[src/rtl/cpmt_pkg.sv]
`default_nettype none

package cpmt_pkg;

  // Width of the reported entry index.
  localparam int unsigned IDX_W = 4;

  // Longest legal prefix for each address family.
  localparam logic [7:0] V4_MAX_LEN = 8'd32;
  localparam logic [7:0] V6_MAX_LEN = 8'd128;

  typedef enum logic [1:0] {
    KIND_ADD    = 2'd0,
    KIND_LOOKUP = 2'd1,
    KIND_CLEAR  = 2'd2
  } kind_t;

  typedef enum logic [1:0] {
    STAT_OK      = 2'd0,
    STAT_NOMATCH = 2'd1,
    STAT_FORMERR = 2'd2,
    STAT_FULL    = 2'd3
  } status_t;

  typedef enum logic {
    ST_IDLE = 1'b0,
    ST_SCAN = 1'b1
  } state_t;

  // Address being looked up.
  typedef struct packed {
    logic        is_v6;
    logic [63:0] hi;
    logic [63:0] lo;
  } key_t;

  // One stored CIDR block.
  typedef struct packed {
    logic        is_v6;
    logic [7:0]  len;
    logic [63:0] hi;
    logic [63:0] lo;
  } entry_t;

endpackage

`default_nettype wire

[src/rtl/cidr_prefix_match_table.sv]
`default_nettype none

// Channel   | Ports                                          | Handshake
// ----------+------------------------------------------------+---------------------------
// input     | in_kind in_is_v6 in_addr_hi in_addr_lo         | word taken when start high
//           | in_prefix_len                                  | and busy low
// result    | out_status out_entry_index                     | out_valid strobe, one cycle
//
// Add, clear and unused kinds, and a lookup on an empty table: the result word
// appears the cycle after the input word is taken, and busy stays low, so a
// word may be issued every cycle.
// Lookup: the word is issued, then the stored blocks are tried in turn, from 1 up to
// TABLE_DEPTH of them; the result strobes in the cycle after the last block tried.
// The single read port of the block table and the one comparator see one
// stored block per cycle; busy stays high while the scan runs.
// Reset (rst_n low, synchronous) empties the table; stored blocks are not
// cleared, since only blocks written since the last clear are ever read.
// The receiver cannot stall: each result word is shown for exactly one cycle.

module cidr_prefix_match_table #(
  parameter int unsigned TABLE_DEPTH = 16
) (
  input  wire logic                       clk,
  input  wire logic                       rst_n,
  input  wire logic                       start,
  output logic                            busy,
  input  wire logic [1:0]                 in_kind,
  input  wire logic                       in_is_v6,
  input  wire logic [63:0]                in_addr_hi,
  input  wire logic [63:0]                in_addr_lo,
  input  wire logic [7:0]                 in_prefix_len,
  output logic                            out_valid,
  output logic [1:0]                      out_status,
  output logic [cpmt_pkg::IDX_W-1:0]      out_entry_index
);

  // Table address width and block count width (the count must reach the
  // depth itself).
  localparam int unsigned AW = (TABLE_DEPTH > 1) ? $clog2(TABLE_DEPTH) : 1;
  localparam int unsigned CW = $clog2(TABLE_DEPTH + 1);

  cpmt_pkg::state_t  state_r, state_nxt;
  logic [CW-1:0]     count_r, count_nxt;
  logic [AW-1:0]     scan_idx_r, scan_idx_nxt;
  cpmt_pkg::key_t    key_r;
  logic              key_ld;

  logic                          out_valid_r, out_valid_nxt;
  cpmt_pkg::status_t             out_status_r, out_status_nxt;
  logic [cpmt_pkg::IDX_W-1:0]    out_idx_r, out_idx_nxt;

  logic              wr_en;
  logic [AW-1:0]     wr_addr;
  cpmt_pkg::entry_t  wr_data;
  logic              rd_en;
  logic [AW-1:0]     rd_addr;
  cpmt_pkg::entry_t  rd_data;
  logic              hit;

  logic              len_bad;
  logic              full;
  logic              last;

  // Narrows or widens a table index to the width of the reported index.
  function automatic logic [cpmt_pkg::IDX_W-1:0] to_idx(input logic [AW-1:0] a);
    logic [31:0] w;
    w = 32'(a);
    return w[cpmt_pkg::IDX_W-1:0];
  endfunction

  cpmt_store #(
    .DEPTH (TABLE_DEPTH),
    .AW    (AW)
  ) u_store (
    .clk     (clk),
    .wr_en   (wr_en),
    .wr_addr (wr_addr),
    .wr_data (wr_data),
    .rd_en   (rd_en),
    .rd_addr (rd_addr),
    .rd_data (rd_data)
  );

  cpmt_match u_match (
    .key   (key_r),
    .entry (rd_data),
    .hit   (hit)
  );

  // An IPv4 block keeps only the low 32 address bits; the rest are stored
  // as zero so that the comparator can treat the word as a whole.
  always_comb begin
    wr_addr       = AW'(count_r);
    wr_data.is_v6 = in_is_v6;
    wr_data.len   = in_prefix_len;
    wr_data.hi    = in_is_v6 ? in_addr_hi : 64'd0;
    wr_data.lo    = in_is_v6 ? in_addr_lo : {32'd0, in_addr_lo[31:0]};
    len_bad       = in_prefix_len >
                    (in_is_v6 ? cpmt_pkg::V6_MAX_LEN : cpmt_pkg::V4_MAX_LEN);
    full          = (count_r >= CW'(TABLE_DEPTH));
    last          = ((CW'(scan_idx_r) + CW'(1)) == count_r);
  end

  always_ff @(posedge clk) begin
    if (!rst_n) begin
      state_r     <= cpmt_pkg::ST_IDLE;
      count_r     <= '0;
      out_valid_r <= 1'b0;
    end else begin
      state_r     <= state_nxt;
      count_r     <= count_nxt;
      out_valid_r <= out_valid_nxt;
    end
  end

  always_ff @(posedge clk) begin
    scan_idx_r   <= scan_idx_nxt;
    out_status_r <= out_status_nxt;
    out_idx_r    <= out_idx_nxt;
    if (key_ld) begin
      key_r.is_v6 <= in_is_v6;
      key_r.hi    <= in_addr_hi;
      key_r.lo    <= in_addr_lo;
    end
  end

  // Sequencer: an idle state that answers everything but a lookup on a non-empty
  // table at once, and a scan state that tries one stored block per cycle.
  always_comb begin
    state_nxt      = state_r;
    count_nxt      = count_r;
    scan_idx_nxt   = scan_idx_r;
    out_valid_nxt  = 1'b0;
    out_status_nxt = out_status_r;
    out_idx_nxt    = out_idx_r;
    wr_en          = 1'b0;
    rd_en          = 1'b0;
    rd_addr        = scan_idx_r + AW'(1);
    key_ld         = 1'b0;

    case (state_r)
      cpmt_pkg::ST_IDLE: begin
        if (start) begin
          out_idx_nxt = '0;
          case (in_kind)
            cpmt_pkg::KIND_ADD: begin
              out_valid_nxt = 1'b1;
              if (len_bad) begin
                out_status_nxt = cpmt_pkg::STAT_FORMERR;
              end else if (full) begin
                out_status_nxt = cpmt_pkg::STAT_FULL;
              end else begin
                out_status_nxt = cpmt_pkg::STAT_OK;
                out_idx_nxt    = to_idx(wr_addr);
                wr_en          = 1'b1;
                count_nxt      = count_r + CW'(1);
              end
            end
            cpmt_pkg::KIND_LOOKUP: begin
              if (count_r == '0) begin
                out_valid_nxt  = 1'b1;
                out_status_nxt = cpmt_pkg::STAT_NOMATCH;
              end else begin
                key_ld       = 1'b1;
                rd_en        = 1'b1;
                rd_addr      = '0;
                scan_idx_nxt = '0;
                state_nxt    = cpmt_pkg::ST_SCAN;
              end
            end
            cpmt_pkg::KIND_CLEAR: begin
              out_valid_nxt  = 1'b1;
              out_status_nxt = cpmt_pkg::STAT_OK;
              count_nxt      = '0;
            end
            default: begin
              out_valid_nxt  = 1'b1;
              out_status_nxt = cpmt_pkg::STAT_FORMERR;
            end
          endcase
        end
      end
      cpmt_pkg::ST_SCAN: begin
        // The read data holds the block at scan_idx_r.
        if (hit) begin
          out_valid_nxt  = 1'b1;
          out_status_nxt = cpmt_pkg::STAT_OK;
          out_idx_nxt    = to_idx(scan_idx_r);
          state_nxt      = cpmt_pkg::ST_IDLE;
        end else if (last) begin
          out_valid_nxt  = 1'b1;
          out_status_nxt = cpmt_pkg::STAT_NOMATCH;
          out_idx_nxt    = '0;
          state_nxt      = cpmt_pkg::ST_IDLE;
        end else begin
          rd_en        = 1'b1;
          scan_idx_nxt = scan_idx_r + AW'(1);
        end
      end
      default: begin
        state_nxt = cpmt_pkg::ST_IDLE;
      end
    endcase
  end

  assign busy            = (state_r != cpmt_pkg::ST_IDLE);
  assign out_valid       = out_valid_r;
  assign out_status      = out_status_r;
  assign out_entry_index = out_idx_r;

  // A scan only runs over a non-empty table and stays inside the stored blocks.
  a_scan_nonempty: assert property (@(posedge clk) disable iff (!rst_n)
    (state_r == cpmt_pkg::ST_SCAN) |-> (count_r != '0))
    else $error("scan running over an empty table");

  a_scan_in_range: assert property (@(posedge clk) disable iff (!rst_n)
    (state_r == cpmt_pkg::ST_SCAN) |-> (CW'(scan_idx_r) < count_r))
    else $error("scan index beyond stored blocks");

  // Every accepted word either answers next cycle or starts a scan.
  a_accept_progress: assert property (@(posedge clk) disable iff (!rst_n)
    (start && !busy) |=> (out_valid || busy))
    else $error("accepted word neither answered nor scanned");

  // No result is strobed while a scan is still running.
  a_no_result_busy: assert property (@(posedge clk) disable iff (!rst_n)
    busy |-> !out_valid)
    else $error("result strobed during a scan");

  // A table-full answer only when the table really is full.
  a_full_status: assert property (@(posedge clk) disable iff (!rst_n)
    (out_valid && (out_status == cpmt_pkg::STAT_FULL)) |-> (count_r == CW'(TABLE_DEPTH)))
    else $error("table full reported on a table with room");

endmodule

`default_nettype wire

[src/rtl/cpmt_store.sv]
`default_nettype none

// Block table: one write port and one registered read port.
module cpmt_store #(
  parameter int unsigned DEPTH = 16,
  parameter int unsigned AW    = 4
) (
  input  wire logic             clk,
  input  wire logic             wr_en,
  input  wire logic [AW-1:0]    wr_addr,
  input  wire cpmt_pkg::entry_t wr_data,
  input  wire logic             rd_en,
  input  wire logic [AW-1:0]    rd_addr,
  output cpmt_pkg::entry_t      rd_data
);

  cpmt_pkg::entry_t mem [DEPTH];
  cpmt_pkg::entry_t rd_data_r;

  always_ff @(posedge clk) begin
    if (wr_en) begin
      mem[wr_addr] <= wr_data;
    end
  end

  always_ff @(posedge clk) begin
    if (rd_en) begin
      rd_data_r <= mem[rd_addr];
    end
  end

  assign rd_data = rd_data_r;

endmodule

`default_nettype wire

[src/rtl/cpmt_match.sv]
`default_nettype none

// Shared compare unit: masks the looked-up address with the prefix of one
// stored block and compares it against the stored address.
module cpmt_match (
  input  wire cpmt_pkg::key_t   key,
  input  wire cpmt_pkg::entry_t entry,
  output logic                  hit
);

  logic [127:0] mask6;
  logic [31:0]  mask4;
  logic         eq6;
  logic         eq4;

  always_comb begin
    // Top len bits set; a shift by the full width yields zero, so len 128
    // gives a full mask and len 0 an empty one.
    mask6 = ~({128{1'b1}} >> entry.len);
    mask4 = ~({32{1'b1}} >> entry.len);
    eq6   = (({key.hi, key.lo} & mask6) == {entry.hi, entry.lo});
    eq4   = ({32'd0, key.lo[31:0] & mask4} == entry.lo);
    hit   = (key.is_v6 == entry.is_v6) && (key.is_v6 ? eq6 : eq4);
  end

endmodule

`default_nettype wire
[config.mk]
export PLATFORM = sky130hd
export DESIGN_NAME = cidr_prefix_match_table
export DESIGN_NICKNAME = d
export VERILOG_FILES = /design/src/rtl/cpmt_pkg.sv /design/src/rtl/cidr_prefix_match_table.sv /design/src/rtl/cpmt_store.sv /design/src/rtl/cpmt_match.sv
export SDC_FILE = /design/constraint.sdc
export NUM_CORES = 2
export LEC_CHECK = 0
export ABC_AREA = 0
export BUFFER_PORTS_ARGS = -buffer_cell sky130_fd_sc_hd__buf_2
export CAP_MARGIN = 30
export CORE_MARGIN = 2
export CORE_UTILIZATION = 60
export DETAILED_ROUTE_END_ITERATION = 8
export MAX_ROUTING_LAYER = met4
export PLACE_DENSITY_LB_ADDON = 0.08
export SETUP_SLACK_MARGIN = 0.4
export SYNTH_ARGS = -nofsm -noshare
export SYNTH_HDL_FRONTEND = slang
export SYNTH_SLANG_ARGS = --single-unit
[constraint.sdc]
create_clock -name clk -period 19.3 [get_ports clk]
set_input_delay 3.86 -clock clk [delete_from_list [all_inputs] [get_ports clk]]
set_output_delay 3.86 -clock clk [all_outputs]
set_load 0.03 [all_outputs]
* After elaboration in Yosys (flattened, before gate mapping)
Memories as Yosys holds them, arrays and structs flattened. A register that Yosys moved wholly into a read port is not among the register bits. Index checks and enable logic that the tools add are counted.
Word-level totals: memory bits (writable) 2192, flip-flop bits (word level) 146, memories 1, output and inout bits 8, logic and storage cells 97
Operators by class: reduce and logical (&&, ||, !) cells 8, $add $sub $neg 3, bitwise logic cells 5, muxes and demuxes 52, order comparisons 2, eq/ne operators 15, shift operators 2
Memories:
- u_store.mem | words 16, width 137, read ports 1, clocked after Yosys merged registers in 1, wr ports 1, line cpmt_store.sv:17 | cpmt_pkg::entry_t mem [DEPTH];
Operators with widths (count):
- $and 128x128->128 | 1
- $eq 128x128->1 | 1
- $mux 64 | 2
- $not 128->128 | 1
- $shr 128x8->128 const A | 1
- $eq 32x64->1 | 1
- $mux 4 | 15
- $and 32x32->32 | 1
- $not 32->32 | 1
- $shr 32x8->32 const A | 1
- $mux 1 | 19
- $pmux 4 s2 | 2
- $mux 2 | 6
- $ne 2x2->1 const B | 6
- $mux 5 | 2
- $pmux 5 s2 | 1
- $reduce_and 5->1 | 2
- $gt 8x8->1 | 1
- $mux 8 | 1
- $pmux 2 s3 | 1
- $add 4x1->5 const B | 1
- $add 5x1->5 const B | 1
- $eq 5x5->1 | 1
- $ge 5x5->1 const B | 1
- 16 further kinds | 17

* Logic depth before layout (Yosys ltp)
depth in word-level cells 8, gate-level depth with buffers 15, gate-level depth less buffers 11

* Cells and area by module
Synthesis repeated with hierarchy kept, for this count alone.
Unflattened totals: cell total of the unflattened synthesis 4584, area, all modules 96044.6 um2
Modules (own cells, without submodules):
- cpmt_store | seq. area each 69937.1 um2, cells an instance 3599, area each 86526.7 um2, instances 1
- cidr_prefix_match_table | seq. area each 4314.1 um2, cells an instance 352, area each 5680.4 um2, instances 1
- cpmt_match | seq. area each 0.0 um2, cells an instance 633, area each 3837.4 um2, instances 1

* Least setup slack after synthesis
No wires, ideal clock.
path type input-to-reg, start input in_is_v6, end memory u_store.mem[3][0] (netlist name) (enable), arrival 14.575 ns, buffers on the path 1, stages 9, data required time 18.499 ns, setup slack 3.924 ns, cells stage by stage clkbuf_1 > inv_1 > ha_1 > a21oi_1 > a41o_1 > nand3_1 > nor2_1 > nand2_1 > nor3_1
On the way: word-level cells in the longest chain between the ends 8
Ends and longest elaborated chain:
- start, declared | line cidr_prefix_match_table.sv:28 | input wire logic in_is_v6,
- $mux 8 | line cidr_prefix_match_table.sv:99 | (in_is_v6 ? cpmt_pkg::V6_MAX_LEN : cpmt_pkg::V4_MAX_LEN);
- $gt 8x8->1 | line cidr_prefix_match_table.sv:98 | len_bad = in_prefix_len >
- $mux 1 | line cidr_prefix_match_table.sv:148 | if (len_bad) begin
- $mux 1 | line cidr_prefix_match_table.sv:145 | case (in_kind)
- $mux 1 | line cidr_prefix_match_table.sv:143 | if (start) begin
- $mux 1 | line cidr_prefix_match_table.sv:141 | case (state_r)
- $mux 1 | line cpmt_store.sv:21 | if (wr_en) begin
- $mux 1 (not written as such) | line cpmt_store.sv:22 | mem[wr_addr] <= wr_data;
- end, declared | line cpmt_store.sv:17
Every way passes these cells.

* Worst setup path in the final report
start input in_is_v6, end memory u_store.mem[12][0] (netlist name) (enable)
The elaborated chain is that of the path after synthesis.

==> PnR_summary.wiki <==
{| class="wikitable"
! Metric !! Value
|-
| Top achievable clock speed || 112.9 MHz
|-
| Final number of setup-violating endpoints || 0
|-
| Clock tree from TritonCTS || yes
|-
| Share of power burned in combinational logic || 2.4%
|-
| Floorplan die width || 413.8 µm
|-
| H-tree depth || 4
|-
| Crit end category || flip-flop
|-
| Synth warnings || 0
|-
| Synthesized area per cell || 14.01 µm²
|-
| Final design utilization || 66.41%
|-
| Clk sink count || 2475
|-
| Clock buffers created by TritonCTS || 236
|-
| Largest incremental delay on the critical path || 820 ps
|-
| Post-synthesis compound-gate area fraction || 9.857%
|-
| PortBufs || 149
|-
| Post-synthesis share of cell area spent on and, or, nand and nor gates || 11.67%
|-
| GPL Wtd Cong || 1.041
|-
| Maximum fanout encountered on the critical timing path || 55
|-
| Setup WS post-layout || 10440 ps
|-
| Final Critical Period || 8859 ps
|-
| Final hold viol count || 0
|-
| Register-to-Register Setup Slack || 13070 ps
|-
| Most frequent cell on the critical path || sky130_fd_sc_hd__buf_4
|-
| Final net count || 7325
|-
| DR vias || 64250
|-
| Count of maximum capacitance violations || 0
|-
| Non-filler cells, final || 9585
|-
| Net switching power || 2.140 mW
|-
| Die H || 413.8 µm
|-
| Path type of the worst setup path || input port to flip-flop
|-
| Total Power Consumption || 10.57 mW
|-
| Req. time, crit path || 19780 ps
|-
| Iter 0 DRT Violations || 9075
|-
| Relative area change from synthesis to final layout || 10.08%
|-
| Net count after synthesis || 7343
|-
| Drt drc || 0
|-
| Placed cell areas || 103600 µm²
|-
| Mean number of vias per cell || 6.703
|-
| Number of antenna violations at the first check in global routing || 12
|-
| Post-CTS setup-driven buffer insertion count || 0
|-
| Initial core utilization || 60.32%
|-
| Leakage power || 35.92 nW
|-
| Post-Place Setup Slack || 9500 ps
|-
| CTS resizes || 0
|-
| Hold-fix buffer count after cts || 0
|-
| Max clock buf depth || 3
|-
| Post-synthesis cell type count || 75
|-
| Total overflow reported by the global router || 0
|-
| Most frequent standard cell in the layout excluding fill and tap cells || sky130_fd_sc_hd__edfxtp_1
|-
| Top cells by area, synth || sky130_fd_sc_hd__edfxtp_1, sky130_fd_sc_hd__nand2_1, sky130_fd_sc_hd__o311ai_0, sky130_fd_sc_hd__nand3_1, sky130_fd_sc_hd__nand2b_1
|-
| Share of flip-flops with an asynchronous set or reset || 0%
|-
| Wire length of the first global-routing pass || 425800 µm
|-
| Proportion of total power due to net switching || 20.24%
|-
| Clk_lat worst skew || 890 ps
|-
| Largest family of logic cells by synthesized area || simple AND/OR/NAND/NOR gates
|-
| Post-CTS clock slew at the launch and capture registers of the worst setup and hold paths || 60 ps
|-
| Main synth FF type || sky130_fd_sc_hd__edfxtp_1
|-
| Die outline area || 171200 µm²
|-
| Worst clock skew on the final layout || 37.41 ps
|-
| Biggest area consumer among synthesized cells || sky130_fd_sc_hd__edfxtp_1
|-
| Design internal power || 8.434 mW
|-
| Sequential share of power || 56.1%
|-
| Row count || 150
|-
| Remaining max-slew budget at the tightest pin || 26.46%
|-
| Final Max Slew Viols || 0
|-
| Number of cells produced by synthesis || 7191
|-
| Worst EP arrival || 9340 ps
|-
| Worst-path cell chain || buf_4 -> inv_1 -> ha_1 -> a21oi_1 -> a41o_1 -> nand3_1 -> nor2_1 -> nand2_1 -> nor2_4 -> buf_4 -> buf_4 -> buf_4
|-
| Smallest hold slack || 651.1 ps
|-
| Portion of netlist area occupied by mux cells || 1.735%
|-
| Synth Area in XOR/XNOR || 0.6693%
|-
| Outcome || complete, no violations
|-
| Share of synthesized cell area in full adder, half adder and majority cells || 0.1242%
|-
| Wire length after detailed routing || 298900 µm
|-
| Fraction of layout cells with a size suffix above 1 || 8.689%
|-
| Share of synthesized area occupied by flip-flops and latches || 73.69%
|-
| Total power per unit cell area || 95.33 nW/µm²
|-
| HPWL Detailed || 163900 µm
|-
| Share of power burned in the clock network || 41.5%
|-
| Slowest cell on the critical path || sky130_fd_sc_hd__buf_4
|-
| Clock Tree Root || sky130_fd_sc_hd__clkbuf_16
|-
| Non-Filler Cell Area, Final || 110900 µm²
|-
| Highest-count cells in the layout ignoring fill and taps || sky130_fd_sc_hd__edfxtp_1, sky130_fd_sc_hd__nand2_1, sky130_fd_sc_hd__nand3_1
|-
| Fraction of the cycle the final worst path needs || 45.90%
|-
| Top-level port count || 150
|-
| Routed wirelength normalized by instance count || 31.19 µm
|-
| All-layer global routing usage || 35.77%
|-
| Yosys reg bits || 2475
|-
| Core region area || 167000 µm²
|-
| Largest net degree at the start of global routing || 199
|-
| Antenna-violating nets left || 0
|-
| Number of detailed-routing iterations run before antenna repair || 7
|-
| Via count of the first global-routing pass || 59830
|-
| Transition time at the pin with the least slew margin || 1103 ps
|-
| # placed instances || 9138
|-
| Top cell type's share of synthesized area || 73.55%
|-
| CP startpoint kind || input port
|-
| Hold crit path type || flip-flop to flip-flop
|-
| Number of synthesized flops with an enable pin || 2468
|-
| Worst-case vdd ir drop || 0.00009705 V
|-
| Final total negative setup slack || 0 ps
|-
| Post-synthesis instance area || 100800 µm²
|-
| Setup repair after global routing missed its margin || no
|}
==> worst paths after layout <==
check | start | to | cells after the start
min reg2reg | count_r[1] | count_r[1] | 2
min | count_r[1] | count_r[1] | 2
max | in_is_v6 | u_store.mem[12][0] | 12
max reg2reg | u_store.rd_data[131] | u_store.rd_data[62] | 11
==> synth_stat cells, types with 8 or more instances <==
library cell	number
sky130_fd_sc_hd__o211ai_1	26
sky130_fd_sc_hd__nand4_1	24
sky130_fd_sc_hd__buf_2	36
sky130_fd_sc_hd__edfxtp_1	2468
sky130_fd_sc_hd__o31ai_1	9
sky130_fd_sc_hd__xor2_1	39
sky130_fd_sc_hd__a31oi_1	145
sky130_fd_sc_hd__a211oi_1	8
sky130_fd_sc_hd__o2bb2ai_1	9
sky130_fd_sc_hd__and2_1	103
sky130_fd_sc_hd__buf_1	20
sky130_fd_sc_hd__o311ai_0	389
sky130_fd_sc_hd__clkbuf_1	489
sky130_fd_sc_hd__o21ai_0	86
sky130_fd_sc_hd__nor3_1	28
sky130_fd_sc_hd__ha_1	10
sky130_fd_sc_hd__nand2_1	1199
sky130_fd_sc_hd__nand2b_1	410
sky130_fd_sc_hd__mux2i_1	172
sky130_fd_sc_hd__o2111ai_1	15
sky130_fd_sc_hd__nor4_1	24
sky130_fd_sc_hd__and3_1	12
sky130_fd_sc_hd__a221oi_1	88
sky130_fd_sc_hd__nor2b_1	32
sky130_fd_sc_hd__o21a_1	9
sky130_fd_sc_hd__nor2_1	44
sky130_fd_sc_hd__a311oi_1	138
sky130_fd_sc_hd__nand3_1	572
sky130_fd_sc_hd__a21oi_1	367
sky130_fd_sc_hd__a2111oi_0	15
sky130_fd_sc_hd__xnor2_1	38
sky130_fd_sc_hd__inv_1	46
==> layout make-up <==
cell class / count / area [µm²]
antenna: 15 / 37.54
clock buffer: 307 / 6309
clock inverter: 124 / 933.4
fill: 11780 / 56120
inverter: 48 / 187.7
multi-input combinational: 4123 / 24410
sequential: 2475 / 74250
tap: 2204 / 2758
timing repair buffer: 289 / 2036
==> per-layer routing <==
| metal | share of wire (%) | vias up | GRT usage (%) |
|---|---|---|---|
| li1 | - | 27710 | - |
| met4 | 3.9 | 0 | 13.28 |
| met2 | 47 | 3529 | 54.27 |
| met3 | 9.4 | 526 | 5.571 |
| met5 | 0 | - | - |
| met1 | 40 | 32490 | 49.54 |
==> flip-flops by register name (all words and copies together), names as in the netlist <==
name	count
out_valid	1
count_r	5
key_r	129
u_store.mem	2192
u_store.rd_data	137
scan_idx_r	4
busy	1
out_entry_index	4
out_status	2
==> power by group through the flow <==
stage | Combinational, mW | Sequential [mW] | Clock [mW]
2_1_floorplan | 0.126 | 6.04 | 0
3_3_place_gp | 0.242 | 6.04 | 0
3_5_place_dp | 0.247 | 6.04 | 0
4_1_cts | 0.249 | 5.93 | 4.43
5_1_grt | 0.269 | 5.93 | 4.63
6_report | 0.252 | 5.93 | 4.39
==> critical path: cells and delay by family <==
family | cells | cell delay [ps]
buffers and inverters | 5 | 2890
adders and majority gates | 1 | 350
and+or+nand+nor | 4 | 1680
AOI/OAI and AO/OA | 2 | 370
==> cell families after synthesis <==
logic type | after synthesis
buffers and inverters | 593
xor gates and xnor gates | 77
AOI/OAI and AO/OA | 1375
adders and majority gates | 10
and+or+nand+nor | 2487
DFF | 2475
muxes | 174
No activity file was read; power rests on OpenSTA's default activity.
